===== src/phcs_pkg.sv =====
// Shared types and constants for the packet header checksum sync gate.
package phcs_pkg;

  localparam int LEN_W = 21;
  localparam int WORD_W = 32;

  localparam logic [WORD_W-1:0] SYNC_COMMAND = 32'h434e_5953;
  localparam logic [WORD_W-1:0] ALL_ONES = 32'hffff_ffff;
  localparam logic [LEN_W-1:0] LEN_LIMIT_RESET = 21'd4096;
  localparam logic [LEN_W-1:0] LEN_SAT = '1;

  typedef enum logic {
    CFG_LEN_LIMIT = 1'b0,
    CFG_EXPECTED_TOKEN = 1'b1
  } cfg_index_t;

  typedef enum logic {
    KIND_HEADER = 1'b0,
    KIND_BYTE = 1'b1
  } kind_t;

  typedef enum logic [2:0] {
    V_FORWARD = 3'd0,
    V_BAD_MAGIC = 3'd1,
    V_TOO_LONG = 3'd2,
    V_BAD_SUM = 3'd3,
    V_SYNC_ON = 3'd4,
    V_SYNC_OFF = 3'd5,
    V_SYNC_IGN = 3'd6,
    V_DROPPED = 3'd7
  } verdict_t;

  typedef struct packed {
    logic kind;
    logic [WORD_W-1:0] command;
    logic [WORD_W-1:0] arg_zero;
    logic [WORD_W-1:0] arg_one;
    logic [WORD_W-1:0] payload_length;
    logic [WORD_W-1:0] check_word;
    logic [WORD_W-1:0] magic_word;
    logic [7:0] payload_byte;
  } in_t;

  typedef struct packed {
    verdict_t verdict;
    logic [WORD_W-1:0] out_command;
    logic [WORD_W-1:0] out_arg_zero;
    logic [WORD_W-1:0] out_arg_one;
    logic [LEN_W-1:0] out_length;
  } out_t;

  typedef struct packed {
    verdict_t verdict;
    logic set_online;
    logic clear_online;
  } judge_t;

endpackage


===== src/phcs_judge.sv =====
// End-of-packet judgement: sum check, SYNC handling and online gating.
module phcs_judge (
  input  logic [31:0]     sum,
  input  logic [31:0]     check,
  input  logic [31:0]     command,
  input  logic [31:0]     arg_zero,
  input  logic [31:0]     arg_one,
  input  logic [31:0]     token,
  input  logic            online,
  output phcs_pkg::judge_t judge
);
  import phcs_pkg::*;

  always_comb begin
    judge = '{verdict: V_FORWARD, set_online: 1'b0, clear_online: 1'b0};
    if (sum != check) begin
      judge.verdict = V_BAD_SUM;
    end else if (command == SYNC_COMMAND) begin
      if (arg_zero == '0) begin
        judge.verdict = V_SYNC_OFF;
        judge.clear_online = 1'b1;
      end else if (arg_one == token) begin
        judge.verdict = V_SYNC_ON;
        judge.set_online = 1'b1;
      end else begin
        judge.verdict = V_SYNC_IGN;
      end
    end else begin
      judge.verdict = online ? V_FORWARD : V_DROPPED;
    end
  end

endmodule


===== src/packet_header_checksum_sync_gate.sv =====
// Top level: header check, payload byte sum and SYNC-gated packet verdicts.
//
// Items enter on in_valid/in_ready as in_data: a header (kind 0) opens a
// packet, then one payload byte per transaction (kind 1). Each finished or
// rejected packet gives one verdict transaction on out_valid/out_ready.
// A rejected header, a zero-length header or the last payload byte of an
// open packet produce a result; other items produce none.
// Latency: a result is valid in the cycle after the item that caused it.
// Throughput: one item per cycle while in_ready is high; the sum and byte
// count update in the cycle an item is taken, so the next item may follow at once.
// The output register holds a result until taken; a new item is taken in
// the same cycle that the held result leaves, so a stalled receiver only
// blocks the input while a result is held and out_ready is low.
// Configuration: cfg_we writes cfg_data to register cfg_index (0 max
// payload, 1 expected token) at the clock edge; write only when idle.
// Reset (rst, synchronous): no packet open, offline, no result held,
// max payload 4096, token zero; in_ready is low and writes are ignored
// while rst is high.
module packet_header_checksum_sync_gate (
  input  logic             clk,
  input  logic             rst,
  input  logic             in_valid,
  output logic             in_ready,
  input  phcs_pkg::in_t    in_data,
  output logic             out_valid,
  input  logic             out_ready,
  output phcs_pkg::out_t   out_data,
  input  logic             cfg_we,
  input  logic             cfg_index,
  input  logic [31:0]      cfg_data
);
  import phcs_pkg::*;

  logic [LEN_W-1:0]  len_limit;
  logic [WORD_W-1:0] expected_token;
  logic [LEN_W-1:0]  bytes_left;
  logic [WORD_W-1:0] running_sum;
  logic [WORD_W-1:0] held_command;
  logic [WORD_W-1:0] held_arg_zero;
  logic [WORD_W-1:0] held_arg_one;
  logic [WORD_W-1:0] held_check;
  logic [LEN_W-1:0]  held_length;
  logic              online;

  logic              fire;
  logic              is_header;
  logic              bad_magic;
  logic              too_long;
  logic [LEN_W-1:0]  len_sat;
  logic [WORD_W-1:0] sum_next;
  logic              last_byte;
  logic              finish;
  logic              result_valid;
  out_t              result;
  logic [WORD_W-1:0] j_sum;
  logic [WORD_W-1:0] j_check;
  logic [WORD_W-1:0] j_command;
  logic [WORD_W-1:0] j_arg_zero;
  logic [WORD_W-1:0] j_arg_one;
  judge_t            judge;

  assign in_ready = !rst && (!out_valid || out_ready);
  assign fire = in_valid && in_ready;
  assign is_header = (in_data.kind == KIND_HEADER);

  always_comb begin
    bad_magic = (in_data.magic_word != (in_data.command ^ ALL_ONES));
    too_long = (in_data.payload_length > {{(WORD_W-LEN_W){1'b0}}, len_limit});
    len_sat = (|in_data.payload_length[WORD_W-1:LEN_W]) ? LEN_SAT
                                                        : in_data.payload_length[LEN_W-1:0];
    sum_next = running_sum + {{(WORD_W-8){1'b0}}, in_data.payload_byte};
    last_byte = (bytes_left == {{(LEN_W-1){1'b0}}, 1'b1});
  end

  // Zero-length header is judged straight from the header words with a zero sum.
  always_comb begin
    if (is_header) begin
      j_sum = '0;
      j_check = in_data.check_word;
      j_command = in_data.command;
      j_arg_zero = in_data.arg_zero;
      j_arg_one = in_data.arg_one;
    end else begin
      j_sum = sum_next;
      j_check = held_check;
      j_command = held_command;
      j_arg_zero = held_arg_zero;
      j_arg_one = held_arg_one;
    end
  end

  phcs_judge u_judge (
    .sum      (j_sum),
    .check    (j_check),
    .command  (j_command),
    .arg_zero (j_arg_zero),
    .arg_one  (j_arg_one),
    .token    (expected_token),
    .online   (online),
    .judge    (judge)
  );

  always_comb begin
    finish = 1'b0;
    result_valid = 1'b0;
    result = '{verdict: judge.verdict, out_command: in_data.command,
               out_arg_zero: in_data.arg_zero, out_arg_one: in_data.arg_one,
               out_length: len_sat};
    if (is_header) begin
      if (bad_magic) begin
        result_valid = 1'b1;
        result.verdict = V_BAD_MAGIC;
      end else if (too_long) begin
        result_valid = 1'b1;
        result.verdict = V_TOO_LONG;
      end else if (in_data.payload_length == '0) begin
        result_valid = 1'b1;
        finish = 1'b1;
      end
    end else if (bytes_left != '0 && last_byte) begin
      result_valid = 1'b1;
      finish = 1'b1;
      result.out_command = held_command;
      result.out_arg_zero = held_arg_zero;
      result.out_arg_one = held_arg_one;
      result.out_length = held_length;
    end
  end

  always_ff @(posedge clk) begin
    if (rst) begin
      len_limit <= LEN_LIMIT_RESET;
      expected_token <= '0;
    end else if (cfg_we) begin
      unique case (cfg_index)
        CFG_LEN_LIMIT:      len_limit <= cfg_data[LEN_W-1:0];
        CFG_EXPECTED_TOKEN: expected_token <= cfg_data;
        default:            len_limit <= len_limit;
      endcase
    end
  end

  always_ff @(posedge clk) begin
    if (rst) begin
      bytes_left <= '0;
      online <= 1'b0;
    end else if (fire) begin
      if (is_header) begin
        // Abandon any open packet; open a new one only on a good, non-empty header.
        bytes_left <= (bad_magic || too_long) ? '0 : in_data.payload_length[LEN_W-1:0];
      end else if (bytes_left != '0) begin
        bytes_left <= bytes_left - {{(LEN_W-1){1'b0}}, 1'b1};
      end
      if (finish && judge.set_online) begin
        online <= 1'b1;
      end else if (finish && judge.clear_online) begin
        online <= 1'b0;
      end
    end
  end

  always_ff @(posedge clk) begin
    if (rst) begin
      held_command <= '0;
      held_arg_zero <= '0;
      held_arg_one <= '0;
      held_check <= '0;
      held_length <= '0;
      running_sum <= '0;
    end else if (fire) begin
      if (is_header) begin
        if (!bad_magic && !too_long) begin
          held_command <= in_data.command;
          held_arg_zero <= in_data.arg_zero;
          held_arg_one <= in_data.arg_one;
          held_check <= in_data.check_word;
          held_length <= in_data.payload_length[LEN_W-1:0];
          running_sum <= '0;
        end
      end else if (bytes_left != '0) begin
        running_sum <= sum_next;
      end
    end
  end

  always_ff @(posedge clk) begin
    if (rst) begin
      out_valid <= 1'b0;
    end else if (fire) begin
      out_valid <= result_valid;
    end else if (out_ready) begin
      out_valid <= 1'b0;
    end
  end

  always_ff @(posedge clk) begin
    if (fire && result_valid) begin
      out_data <= result;
    end
  end

  a_bad_magic_verdict: assert property (@(posedge clk) disable iff (rst)
    fire && is_header && bad_magic |=> out_valid && out_data.verdict == V_BAD_MAGIC)
    else $error("bad magic header did not give its verdict");

  a_stray_byte_no_result: assert property (@(posedge clk) disable iff (rst)
    fire && !is_header && bytes_left == '0 |=> !out_valid && bytes_left == '0)
    else $error("byte outside a packet changed state or gave a result");

  a_sync_on_sets_online: assert property (@(posedge clk) disable iff (rst)
    out_valid && out_data.verdict == V_SYNC_ON |-> online)
    else $error("sync online verdict without online flag");

  a_sync_off_clears_online: assert property (@(posedge clk) disable iff (rst)
    out_valid && out_data.verdict == V_SYNC_OFF |-> !online)
    else $error("sync offline verdict with online flag set");

  a_open_within_length: assert property (@(posedge clk) disable iff (rst)
    bytes_left != '0 |-> bytes_left <= held_length)
    else $error("byte count exceeds packet length");

endmodule


===== config.mk =====
export PLATFORM = sky130hd
export DESIGN_NAME = packet_header_checksum_sync_gate
export DESIGN_NICKNAME = d
export VERILOG_FILES = /design/src/phcs_pkg.sv /design/src/phcs_judge.sv /design/src/packet_header_checksum_sync_gate.sv
export SDC_FILE = /design/constraint.sdc
export NUM_CORES = 1
export LEC_CHECK = 0
export BUFFER_PORTS_ARGS = -buffer_cell sky130_fd_sc_hd__buf_2
export CELL_PAD_IN_SITES_DETAIL_PLACEMENT = 0
export CELL_PAD_IN_SITES_GLOBAL_PLACEMENT = 1
export CORE_UTILIZATION = 40
export CTS_CLUSTER_SIZE = 28
export DETAILED_ROUTE_END_ITERATION = 6
export HOLD_SLACK_MARGIN = 0.06
export PLACE_DENSITY_LB_ADDON = 0.1
export REMOVE_ABC_BUFFERS = 1
export SLEW_MARGIN = 20
export SYNTH_ARGS = -nofsm -noshare
export SYNTH_HDL_FRONTEND = slang
export SYNTH_SLANG_ARGS = --single-unit

===== constraint.sdc =====
create_clock -name clk -period 25 [get_ports clk]
set_input_delay 1.25 -clock clk [delete_from_list [all_inputs] [get_ports clk]]
set_output_delay 1.25 -clock clk [all_outputs]
set_load 0.01 [all_outputs]

Yosys cells after proc, flatten, opt, wreduce, memory -nomap -nowiden

Cells that the tools add are included.

Equality and inequality tests: 6
Bitwise gates (word level): 3
Add/subtract/negate cells: 2
Muxes and demuxes: 39
$lt $le $gt $ge: 1
Reduce and logical (&&, ||, !) cells: 26

Operators by type and width:

| kind                    | number |
|---|---|
| $mux W32                | 8 |
| $mux W117               | 2 |
| $mux W21                | 4 |
| $logic_not A32 Y1       | 2 |
| $ne A32 B32 Y1          | 2 |
| $add A32 B8 Y32         | 1 |
| $eq A32 B31 Y1 const B  | 1 |
| $eq A32 B32 Y1          | 1 |
| $gt A32 B21 Y1          | 1 |
| $not A32 Y32            | 1 |
| $eq A21 B1 Y1 const B   | 1 |
| $mux W3                 | 7 |
| $reduce_bool A21 Y1     | 1 |
| $sub A21 B1 Y21 const B | 1 |
| $mux W1                 | 15 |
| $reduce_or A11 Y1       | 1 |
| $reduce_and A2 Y1       | 4 |
| $logic_and A1 B1 Y1     | 7 |
| $mux W2                 | 3 |
| $reduce_and A3 Y1       | 2 |
| $reduce_bool A2 Y1      | 3 |
| $logic_not A1 Y1        | 4 |
| $logic_or A1 B1 Y1      | 2 |
| $ne A2 B1 Y1 const B    | 1 |
| $not A1 Y1              | 2 |

Logic and storage cells: 93
Output and inout bits: 122
Register bits after elaboration: 377
Input port bits: 239

Longest topological paths before layout

Depth in word-level cells: 9
Depth in mapped cells: 15
Mapped depth without buffers: 12

Cells and area by module

Synthesis repeated with hierarchy kept, for this count alone.

Cells, all modules: 2113
Area, all modules: 19557.5 um^2

By module, submodules not included:

| module                           | seq. area each (um^2) | cells an instance | area each (um^2) | instances |
|---|---|---|---|---|
| packet_header_checksum_sync_gate | 8748.4                | 1996              | 18636.6          | 1 |
| phcs_judge                       | 0.0                   | 117               | 920.9            | 1 |

Least setup slack after synthesis

Ideal clock, no wire load.

Kind: input-to-reg
Start point: input port in_data[83] in the netlist's numbering
End point: register out_data[0] in the netlist's numbering (enable)
Required time: 24.360 ns
Stages: 8
Library setup time: 0.640 ns
Path buffers: 0
Path slack: 15.889 ns
Arrival time: 8.471 ns
Cell sequence: ha_1 > nand4_1 > or3_1 > a21o_1 > o211ai_1 > o21bai_1 > o21a_1 > a21oi_1

Longest elaborated chain between the ends: 6
Elaborated cells between the ends (all ways): 7
Those cells by class: 1 x order compare; 4 x mux; 2 x reduce/logical

Ends and longest elaborated chain:

| item                                                                   | RTL line                                | text |
|---|---|---|
| from (decl)                                                            | packet_header_checksum_sync_gate.sv:24  | `input phcs_pkg::in_t in_data,` |
| parallel branches: the longest is 2 deep, another holds $gt A32 B21 Y1 | n/a                                     |  |
| $mux W1 *                                                              | packet_header_checksum_sync_gate.sv:113 | `end else if (too_long) begin` |
| $mux W1 *                                                              | packet_header_checksum_sync_gate.sv:110 | `if (bad_magic) begin` |
| $mux W1 *                                                              | packet_header_checksum_sync_gate.sv:109 | `if (is_header) begin` |
| $logic_and A1 B1 Y1 *                                                  | packet_header_checksum_sync_gate.sv:197 | `if (fire && result_valid) begin` |
| to (signal assigned)                                                   | packet_header_checksum_sync_gate.sv:198 | `out_data <= result;` |
| to (decl)                                                              | packet_header_checksum_sync_gate.sv:27  | `output phcs_pkg::out_t out_data,` |

Every way passes the cells marked *.
A chain may end at the register's enable or synchronous reset.

Final worst setup path

Start point: input port in_data[99] in the netlist's numbering
End point: register held_arg_zero[22]

Longest elaborated chain between the ends: 4

Ends and longest elaborated chain:

| item                        | RTL line                                | text |
|---|---|---|
| $gt A32 B21 Y1              | packet_header_checksum_sync_gate.sv:68  | `too_long = (in_data.payload_length > {{(WORD_W-LEN_W){1'b0}}, len_limit});` |
| $logic_not A1 Y1            | packet_header_checksum_sync_gate.sv:172 | `if (!bad_magic && !too_long) begin` |
| $logic_and A1 B1 Y1         | packet_header_checksum_sync_gate.sv:172 |  |
| $reduce_and A3 Y1 (no line) | n/a                                     |  |
| to (signal assigned)        | packet_header_checksum_sync_gate.sv:174 | `held_arg_zero <= in_data.arg_zero;` |
| to (decl)                   | packet_header_checksum_sync_gate.sv:39  | `logic [WORD_W-1:0] held_arg_zero;` |

No other way between the ends.

==> impl_metrics.toml <==
[outcome]
status = "finished, final reports clean"

[power]
switching_power_uw = 370
total_power_mw = 1.46
p_sw_share_pct = 25.4
p_int_mw = 1.09
p_seq_share_pct = 44.8
power.density_nw_per_um2 = 65.4
clockPowerShare_pct = 45.2
pwr-share-comb_pct = 10.0
power.leakage_nw = 8.55
peakVddDrop_mv = 0.0530

[cells_and_area]
layout_commonest_cell = "nand2_1"
drive_gt1_share_pct = 18.3
final_cell_mix = "765 x nand2_1, 358 x buf_2, 257 x a21oi_1, 257 x dfxtp_1, 128 x nor2_1"
n_fill_cell = 4547
final_cells = 3212
nNetsFinal = 2843
syn2layout_area_growth_pct = 19.7

[clocking]
clk-insertion-delay-late_ps = 590
numCtsBuffers = 43
cts_resized = 0
cts_hold_buffers = 0
cts.clk_slew.worst_paths_ps = 60
cts.sinks = 377
cts-root-buf = "clkbuf_16"
clk_path_buf_depth = 3
cts_tree = "done"
postCtsSetupRepairBufs = 0
h-tree-depth = 2

[worst_setup_path]
crit_path_end_kind = "flop"
crit_path_max_fanout = 86
cp-start-kind = "input port"
criticalPathCategory = "input port to flop"
required_ps = 25410
crit_arrival_ps = 6470
cp-startpoint = "in_data[99]"
regToRegStartpoint = "bytes_left[13]"

[die]
die_x_um = 218
io_pins = 361
rows = 78
start_util_pct = 40.8
core_um2 = 45700
die_area_um2 = 47500
fp.dieH_um = 218

[hold_path]
hold_path_class = "flop to flop"
hp-start = "held_length[17]"

[route]
drt_iter0_drc = 1172
drt_wl_total_mm = 61.3
drt-vias-per-instance = 5.35
wl_per_cell_um = 19.1
ant_nets = 0
drcViolationCount = 0
firstDrtPassIters = 5
vias = 17182

[synthesis]
synth_seq_cells = 377
synth_edf_count = 120
synth_cells = 2292
async_flop_share_pct = 0
synth_area_per_cell_um2 = 8.14
syn_area_um2 = 18600
yosysWarningCount = 0
synthFlopType = "dfxtp_1"
ys_seq_area_share_pct = 46.9
synth.distinct_cells = 84

[sta]
skew_ps = 19.9
period_share_pct = 24.2
rsz0062_at_grt = "no"
fin_ws_ps = 18940
slew_headroom_pct = 25.3
fmax_mhz = 165
finalHoldViolations = 0
fin_tns_setup_ps = 0
setup_violations = 0
post-route-min-period_ps = 6060
tightest_slew_ps = 1120
slew_violations = 0

[placement]
dp_hpwl_mm = 42.1
portBuffers = 360
pre_cts_ws_ps = 18290
routabilityCongestion = 0.873
dp_cells = 3126

[global_routing]
grt_overflow = 0
antenna_found_initial = 21
grt_pass1_vias = 16359
grt_start_max_net_pins = 98
track_usage_pct = 25.2
grt_first_pass_wirelength_mm = 92.9

[job]
cap_violations = 0
-- final cells by class --
class | count | area (um2) | area share [%]
Multi-Input combinational cell | 1731 | 9210 | 41.3
Clock buffer | 58 | 1220 | 5.48
Clock inverter | 22 | 248 | 1.11
Sequential cell | 377 | 8750 | 39.2
Tap cell | 600 | 751 | 3.36
Inverter | 39 | 146 | 0.656
Antenna cell | 5 | 12.5 | 0.0560
Timing Repair Buffer | 380 | 1980 | 8.88
-- sequential cells by signal, indices dropped and copies added (netlist names) --
signal          count
out_data          120
expected_token     32
held_arg_one       32
held_arg_zero      32
held_check         32
held_command       32
running_sum        32
bytes_left         21
held_length        21
len_limit          21
online              1
out_valid           1
-- per-stage QoR --
step | hold WS, ps | cell area, um2 | utilization (%)
6_report | 455 | 22300 | 48.9
4_1_cts | 456 | 22300 | 48.8
5_1_grt | 466 | 22300 | 48.9
2_1_floorplan | 430 | 18100 | -
3_5_place_dp | 447 | 20800 | 45.6
3_3_place_gp | 442 | 20800 | 45.6
-- layer usage --
layer / up-vias / track usage, % / wire [um]
li1: 8429 / - / -
met1: 8132 / 33.8 / 27500
met2: 482 / 40.3 / 28400
met3: 107 / 6.08 / 3830
met4: 32 / 6.99 / 1370
met5: - / 0 / 207
-- path summary, 6_finish.rpt --
path | to | slack (ps) | cells after the start
hold reg to reg | held_length[17] | 460 | 2
setup reg to reg | out_data[113] | 19980 | 10
hold / removal | held_length[17] | 460 | 2
setup / recovery | held_arg_zero[22] | 18940 | 11
-- cell usage after synthesis, types with 5 or more instances --
master | count | share of area, %
and3_1 | 5 | 0.17
or3_1 | 5 | 0.17
nand2_1 | 765 | 15
a211oi_1 | 8 | 0.32
a22oi_1 | 13 | 0.52
o21ai_0 | 28 | 0.75
nand3_1 | 22 | 0.59
a221oi_1 | 9 | 0.42
xnor2_1 | 98 | 4.6
o211ai_1 | 5 | 0.20
nor2b_1 | 5 | 0.17
and2_1 | 5 | 0.17
and4_1 | 7 | 0.33
buf_2 | 29 | 0.78
or4_1 | 6 | 0.24
a21o_1 | 5 | 0.20
inv_1 | 39 | 0.79
nor4b_1 | 8 | 0.38
edfxtp_1 | 120 | 19
o21ai_1 | 7 | 0.19
a21oi_1 | 258 | 6.9
a2bb2oi_1 | 12 | 0.56
nand2b_1 | 12 | 0.40
nor3_1 | 58 | 1.6
xor2_1 | 19 | 0.89
dfxtp_1 | 257 | 28
mux2i_1 | 35 | 1.9
buf_1 | 7 | 0.14
ha_1 | 31 | 2.1
nand4_1 | 33 | 1.1
clkbuf_1 | 105 | 2.1
nor4_1 | 66 | 2.2
nor2_1 | 128 | 2.6
-- worst max-delay path, stage by stage --
cell,delay [ps]
buf_2,90
nor4_1,490
nand3_1,860
a211o_1,550
a211o_1,270
a31oi_1,340
and2_1,730
nand3_4,780
buf_4,700
nand2_1,190
a21oi_1,80
-- cell families after synthesis --
logic type	count (synthesis)	synth area share [%]
and+or+nand+nor	1146	26.5
AOI/OAI and AO/OA	397	12.7
DFF	377	46.9
buffers and inverters	184	3.98
xor gates and xnor gates	118	5.62
muxes	38	2.06
adders and majority gates	32	2.19
-- power by group through the flow --
stage,Combinational (mW),Sequential (mW),Clock [mW]
6_report,0.146,0.654,0.660
3_5_place_dp,0.145,0.667,0
5_1_grt,0.160,0.655,0.699
2_1_floorplan,0.0664,0.671,0
4_1_cts,0.145,0.654,0.674
3_3_place_gp,0.143,0.667,0
No activity file was read; power rests on OpenSTA's default activity.
